`src/design/vrd_pkg.sv`:
```
// shared constants, types and tables of the vector rotation block
package vrd_pkg;

    localparam int DATA_W          = 32;
    localparam int ROTATION_STAGES = 24;
    localparam int FRACTION_BITS   = 16;
    localparam int GUARD_BITS      = 24;
    localparam int PREP_STAGES     = 8;

    // gain prescale
    localparam int GAIN_SHIFT = DATA_W - GUARD_BITS;
    localparam int PROD_W     = 2 * DATA_W + 1;
    localparam int XW         = DATA_W + GUARD_BITS + 2;
    localparam int ZW         = 33;
    localparam logic signed [DATA_W:0]   GAIN      = (DATA_W + 1)'(64'd2608131496);
    localparam logic        [PROD_W-1:0] GAIN_BIAS = PROD_W'(1) << (GAIN_SHIFT - 1);

    // division by 45 through a reciprocal
    localparam int RECIP_SHIFT = 32;
    localparam int RECIP_W     = 27;
    localparam int REM_W       = 6;
    localparam logic [RECIP_W-1:0] RECIP_45 = RECIP_W'((64'd1 << RECIP_SHIFT) / 64'd45);
    localparam logic [REM_W-1:0]   DIVISOR  = REM_W'(45);

    // angle reduction, 360 degrees is 45 * 2^(FRACTION_BITS + 3)
    localparam int DW      = 35;
    localparam int LO_BITS = FRACTION_BITS + 3;
    localparam int AHW     = DATA_W - LO_BITS;
    localparam int RMW     = AHW + 7;
    localparam int QPW     = AHW + RECIP_SHIFT - 4;
    localparam logic signed [DW-1:0] FULL_TURN    = DW'(longint'(360) << FRACTION_BITS);
    localparam logic signed [DW-1:0] HALF_TURN    = DW'(longint'(180) << FRACTION_BITS);
    localparam logic signed [DW-1:0] NEG_HALF     = -HALF_TURN;
    localparam logic signed [DW-1:0] QUARTER_TURN = DW'(longint'(90) << FRACTION_BITS);
    localparam logic signed [DW-1:0] NEG_QUARTER  = -QUARTER_TURN;

    // degrees to binary angle: round(d * 2^(32-F) / 360) as (d * 2^(29-F) + 22) / 45
    localparam int DDW = FRACTION_BITS + 7;
    localparam int DPW = DDW + RECIP_W;
    localparam int Q1W = DPW - RECIP_SHIFT;
    localparam int KSH = 29 - FRACTION_BITS;
    localparam int WW  = KSH + 6;
    localparam int WPW = WW + RECIP_W;
    localparam int Q2W = WPW - RECIP_SHIFT;
    localparam int ROUND_BIAS = 180 / 8;

    // output saturation
    localparam logic signed [DATA_W-1:0] OUT_MAX = {1'b0, {(DATA_W - 1){1'b1}}};
    localparam logic signed [DATA_W-1:0] OUT_MIN = {1'b1, {(DATA_W - 1){1'b0}}};

    // occupancy bound: all pipeline stages plus output register and skid entry
    localparam int CAP   = PREP_STAGES + ROTATION_STAGES + 2;
    localparam int CNT_W = $clog2(CAP + 1);

    localparam int ATAN_W = 30;
    localparam logic [ATAN_W-1:0] ATAN_TABLE [0:31] = '{
        30'd536870912, 30'd316933406, 30'd167458907, 30'd85004756,
        30'd42667331,  30'd21354465,  30'd10679838,  30'd5340245,
        30'd2670163,   30'd1335087,   30'd667544,    30'd333772,
        30'd166886,    30'd83443,     30'd41722,     30'd20861,
        30'd10430,     30'd5215,      30'd2608,      30'd1304,
        30'd652,       30'd326,       30'd163,       30'd81,
        30'd41,        30'd20,        30'd10,        30'd5,
        30'd3,         30'd1,         30'd1,         30'd0
    };

    typedef struct packed {
        logic signed [XW-1:0] x;
        logic signed [XW-1:0] y;
        logic signed [ZW-1:0] z;
    } t_rot_item;

    typedef struct packed {
        logic signed [XW-1:0] x;
        logic signed [XW-1:0] y;
    } t_vec_item;

    typedef struct packed {
        logic signed [DATA_W-1:0] rot_x;
        logic signed [DATA_W-1:0] rot_y;
        logic                     clipped;
    } t_out_item;

endpackage

```
`src/design/vrd_out.sv`:
```
// output rounding and saturation with output register and one skid entry
module vrd_out (
    input  logic               i_clk,
    input  logic               i_rst_n,
    input  logic               i_valid,
    input  vrd_pkg::t_vec_item i_item,
    output logic               o_adv,
    output logic               o_valid,
    input  logic               i_ready,
    output vrd_pkg::t_out_item o_item
);

    localparam int RDW = vrd_pkg::XW - vrd_pkg::GUARD_BITS;

    logic signed [vrd_pkg::XW-1:0] w_sx, w_sy;
    logic signed [RDW-1:0]         w_rx, w_ry;
    logic                          w_ovx, w_ovy;
    vrd_pkg::t_out_item            w_res;
    logic                          w_in;
    logic                          w_take;
    logic                          r_out_v;
    logic                          r_skid_v;
    vrd_pkg::t_out_item            r_out;
    vrd_pkg::t_out_item            r_skid;

    // round to nearest, ties up
    assign w_sx = i_item.x + $signed(vrd_pkg::XW'(1) << (vrd_pkg::GUARD_BITS - 1));
    assign w_sy = i_item.y + $signed(vrd_pkg::XW'(1) << (vrd_pkg::GUARD_BITS - 1));
    assign w_rx = w_sx[vrd_pkg::XW-1:vrd_pkg::GUARD_BITS];
    assign w_ry = w_sy[vrd_pkg::XW-1:vrd_pkg::GUARD_BITS];

    // out of range when the bits above the result are not all sign
    assign w_ovx = (w_rx[RDW-1:vrd_pkg::DATA_W-1] != {(RDW - vrd_pkg::DATA_W + 1){w_rx[RDW-1]}});
    assign w_ovy = (w_ry[RDW-1:vrd_pkg::DATA_W-1] != {(RDW - vrd_pkg::DATA_W + 1){w_ry[RDW-1]}});

    always_comb begin
        if (w_ovx) begin
            w_res.rot_x = w_rx[RDW-1] ? vrd_pkg::OUT_MIN : vrd_pkg::OUT_MAX;
        end else begin
            w_res.rot_x = w_rx[vrd_pkg::DATA_W-1:0];
        end
        if (w_ovy) begin
            w_res.rot_y = w_ry[RDW-1] ? vrd_pkg::OUT_MIN : vrd_pkg::OUT_MAX;
        end else begin
            w_res.rot_y = w_ry[vrd_pkg::DATA_W-1:0];
        end
        w_res.clipped = w_ovx | w_ovy;
    end

    assign o_adv  = !r_skid_v;
    assign w_in   = i_valid && !r_skid_v;
    assign w_take = r_out_v && i_ready;

    always_ff @(posedge i_clk) begin
        if (!i_rst_n) begin
            r_out_v  <= 1'b0;
            r_skid_v <= 1'b0;
        end else begin
            if (!r_out_v || w_take) begin
                if (r_skid_v) begin
                    r_out_v  <= 1'b1;
                    r_skid_v <= 1'b0;
                end else begin
                    r_out_v <= w_in;
                end
            end else if (w_in) begin
                r_skid_v <= 1'b1;
            end
        end
    end

    always_ff @(posedge i_clk) begin
        if (!r_out_v || w_take) begin
            if (r_skid_v) begin
                r_out <= r_skid;
            end else if (w_in) begin
                r_out <= w_res;
            end
        end else if (w_in) begin
            r_skid <= w_res;
        end
    end

    assign o_valid = r_out_v;
    assign o_item  = r_out;

endmodule

```
`config.mk`:
```
export PLATFORM = sky130hd
export DESIGN_NAME = vrd_out
export DESIGN_NICKNAME = d
export VERILOG_FILES = /design/src/design/vrd_pkg.sv /design/src/design/vrd_out.sv
export SDC_FILE = /design/constraint.sdc
export NUM_CORES = 1
export LEC_CHECK = 0
export BUFFER_PORTS_ARGS = -buffer_cell sky130_fd_sc_hd__buf_2
export CORE_UTILIZATION = 40
export DETAILED_ROUTE_END_ITERATION = 12
export PLACE_DENSITY = 0.6
export SETUP_SLACK_MARGIN = 0.15
export SYNTH_ARGS = -nofsm -noshare
export SYNTH_HDL_FRONTEND = slang
export SYNTH_SLANG_ARGS = --single-unit
```
`constraint.sdc`:
```
create_clock -name i_clk -period 14.5 [get_ports i_clk]
set_input_delay 1.45 -clock i_clk [delete_from_list [all_inputs] [get_ports i_clk]]
set_output_delay 1.45 -clock i_clk [all_outputs]
set_load 0.01 [all_outputs]
```
# Word level (Yosys, flattened, before mapping)
# Index checks and enable logic that the tools add are counted.
# op_classes
n_mul	0
n_eq_ne	2
shift	0
addsub	2
magnitude_cmp	0
reduce_logical	9
div	0
n_bitwise	3
n_mux	7
# op_table
operator	n
65-bit two-way mux	2
32-bit two-way mux	4
58-bit by 25-bit adder with 58-bit output, second input constant	2
2-bit != test	2
2-bit AND reduction	2
1-bit logical AND	2
1-bit logical NOT	2
1-bit NOT	2
2-bit nonzero test	1
2-bit OR reduction	1
1-bit logical OR	1
1-bit two-way mux	1
1-bit OR	1
# word_totals
n_memories	0
reg_bits	132
latchBits	0
output_inout_bits	67
word_cells	31
input_bits	120
romBits	0
ramBits	0

# Longest topological paths before layout
# depth
word_depth	5
ltp_mapped	10
depth_no_buf	8

# Worst setup path after synthesis
# OpenSTA, ideal clock, no wires.
# synth_timing
kind	input -> register
start	in i_ready
end	reg r_skid[0] in the netlist's numbering (enable)
setup_time_ns	0.582
t_required_ns	13.918
n_path_buf	0
cell_stages	2
arrival_ns	6.404
slack_ns	7.515
cell_sequence	nand2b_1 > nor3b_1
# synth_between
elab_chain_len	4
# synth_lines
item	line	source
from (decl)	vrd_out.sv:9	input logic i_ready,
1-bit logical AND	vrd_out.sv:52	assign w_take = r_out_v && i_ready;
1-bit logical OR	vrd_out.sv:73	if (!r_out_v || w_take) begin
1-bit NOT (no source line)	-	
2-bit AND reduction (no source line)	-	
to (signal assigned)	vrd_out.sv:80	r_skid <= w_res;
to (decl)	vrd_out.sv:24	vrd_pkg::t_out_item r_skid;
# No other way between the ends.
# A chain may end at the register's enable or synchronous reset.

==> results.md <==
- DRC viols: 0
- Pin count of the biggest net entering global routing: 66
- Post-route ant nets: 0
- Placed Cells incl. Taps: 897
- M1 WL: 6929 um
- H-tree levels: 4
- Reg area: 3944 um2
- Die Ht: 132.8 um
- Leakage: 3.039 nW
- Drt pass-1 iters: 4
- Die width: 132.8 um
- Hold Crit Start: r_skid[1]
- Post-synth top flop: edfxtp_1
- Post-synthesis cell type count: 55
- Post-synth top area cell: edfxtp_1
- Final TNS setup: 0 ps
- Vias: 4887
- Slew margin rel.: 0.3973
- Top Metal Used: met4
- Final Max Slew Viols: 0
- Max Clock Freq: 0.2435 GHz
- Synth Instances: 554
- Clock Sinks: 132
- Area growth from synthesis to layout: 21.85%
- Total length of routed wires: 15550 um
- Initial antenna violation count: 0
- Critical R2R Launch: r_skid_v
- Core area: 16640 um2
- Inserted Diodes: 0
- Flop and latch count out of synthesis: 132
- Cell Area, Synth: 6843 um2
- EDFF count, synth: 130
- Seq/Total Area, Yosys: 0.5763
- Synthesized net count: 676
- Slew @ Worst Pin: 904.0 ps
- CP arrival: 4270 ps
- VDD IR max: 0.07850 mV
- Initial DRC Count: 345
- Layout cells sized above 1: 0.3503
- Total GRT Usage: 0.1854
- Type of the most critical hold path: flop to flop
- # hold bufs at CTS: 0
- Die footprint: 17630 um2
- Final Critical Period: 4107 ps
- Wire length on met2: 7455 um
- Power Total: 0.9990 mW
- Post-synth ARST share: 0
- Total CTS buffers: 17
- CTS clk-pin slew, worst paths: 50 ps
- Status: completed
- Final Hold Fails: 0
- Yosys warns: 0
- Setup CP Type: input pin to flop
- Endpoint class of the critical path: flop
- CP Launch Type: input pin
- Std cell rows: 47
- First-pass GRT wire length: 25230 um
- Number of global-route vias before repair: 4886
- RSZ-0062 raised after global routing: false
- Clock Latency Late Sink: 420 ps
- GRT overflow: 0
- Clock skew: 10.06 ps
- Clock tree buffer depth: 2
- Top-area cell type share of the netlist area: 0.5705
- Max-cap violations: 0
- CP startpoint: i_item[28]
- Endpoints failing setup: 0
- WL/cell: 16.76 um
- CTS-repair resized insts: 0
- Utilization after layout: 0.5010
- Gpl congestion: 0.9041
- Met3 WL: 932 um
- Crit Path Max Fanout: 26
- Detailed-route vias per instance: 5.266
- Port Buf Inserts: 140
- CTS tree: built
- Area contributors post-synth: edfxtp_1, mux2_2, xor2_1
- Initial Utilization: 0.4112
- Post-CTS setup buffers: 0
- Cell Count, Final, Fillers Out: 928
- Syn Area/Cell: 12.35 um2
- Area of the multi-input gates: 2731 um2
- Pwr per Cell Area: 119.8 nW/um2
- Root buffer cell: clkbuf_16
- Period utilization: 0.2832
- Fill cell count: 1514
- Post-DP HPWL: 10780 um
- Data required time of the worst path: 14660 ps
- # nets final: 818
- Io pins: 187
==> synthesized netlist by cell type, types with 11 or more instances <==
| cell | count |
|---|---|
| a21oi_1 | 32 |
| nand2_1 | 52 |
| o21ai_0 | 11 |
| nor2_1 | 32 |
| clkbuf_1 | 11 |
| xor2_1 | 36 |
| nor4_1 | 13 |
| nand4_1 | 18 |
| nand3_1 | 21 |
| and3_1 | 12 |
| xnor2_1 | 26 |
| mux2_2 | 40 |
| edfxtp_1 | 130 |
==> cell usage in the layout (no fill, tap or decap), drive strengths merged, types with 2 or more instances in the layout <==
| cell type | n |
|---|---|
| nor2 | 32 |
| bufinv | 3 |
| ha | 2 |
| and4 | 9 |
| nor3 | 10 |
| nor3b | 3 |
| o31ai | 2 |
| a21o | 3 |
| dfxtp | 2 |
| and2 | 5 |
| buf | 149 |
| xnor2 | 27 |
| clkinvlp | 4 |
| xor2 | 36 |
| clkinv | 7 |
| o311a | 3 |
| mux2 | 40 |
| o21ai | 22 |
| or2 | 4 |
| a22o | 10 |
| edfxtp | 130 |
| and3 | 12 |
| nand4 | 21 |
| o21a | 4 |
| nor4 | 15 |
| a2bb2oi | 4 |
| clkbuf | 17 |
| nand2 | 52 |
| a21oi | 37 |
| nand3 | 22 |
| nand2b | 2 |
| inv | 8 |
==> per-layer routing <==
metal  vias up  track usage
met5         -            0
met4         0      0.06066
met3        16      0.05134
met2       164       0.3045
met1      2328       0.2358
li1       2379            -
==> state kept, by name, summed over array words and instances (netlist names) <==
name      count
r_skid_v      1
o_valid       1
r_skid       65
o_item       65
==> critical path: stages <==
cell     delay (ps)
buf_2           130
nand4_1         300
nor3_1          550
nand4_1         250
xnor2_2         350
o21a_1          350
buf_4           380
o21ai_0         180
mux2_2          300
==> layout make-up <==
class,instances,area share
inverters,8,0.003601
multi-input cells,388,0.3276
flip-flops and latches,132,0.4730
clock inverters,14,0.01966
clock buffers,17,0.05102
well taps,220,0.03301
repair buffers,149,0.09214
==> cells by family (layout without fill, tap and decap cells) <==
family          count (synthesis)  in the layout  share of synthesized area
flops                         132            132                     0.5763
xor+xnor                       63             63                    0.08173
simple gates                  190            190                     0.1525
mux                            41             41                    0.06729
buf+inv                        34            188                    0.02541
fa+ha+maj                       2              2                   0.003656
compound gates                 92             92                    0.09307
==> per-stage QoR <==
stage,hold slack (ps),instance area [um2],setup slack [ps]
6_report,534.7,8338,10390
5_1_grt,558.8,8338,10160
4_1_cts,538.9,8338,10360
3_5_place_dp,528.0,7749,9942
3_3_place_gp,522.3,7749,10030
2_1_floorplan,498.4,6843,7515
==> worst paths after layout <==
path | endpoint | slack, ps | cells past startpoint
max | o_item[6] | 10390 | 9
min | o_item[1] | 530 | 2
max reg2reg | o_item[52] | 12570 | 3
min reg2reg | o_item[1] | 530 | 2
==> power breakdown <==
part	switching, mW	internal (mW)	leakage [nW]
clock	0.160	0.268	0.276
combinational	0.0703	0.0467	1.53
sequential	0.00527	0.449	1.23
(Power assumes the default switching activity.)
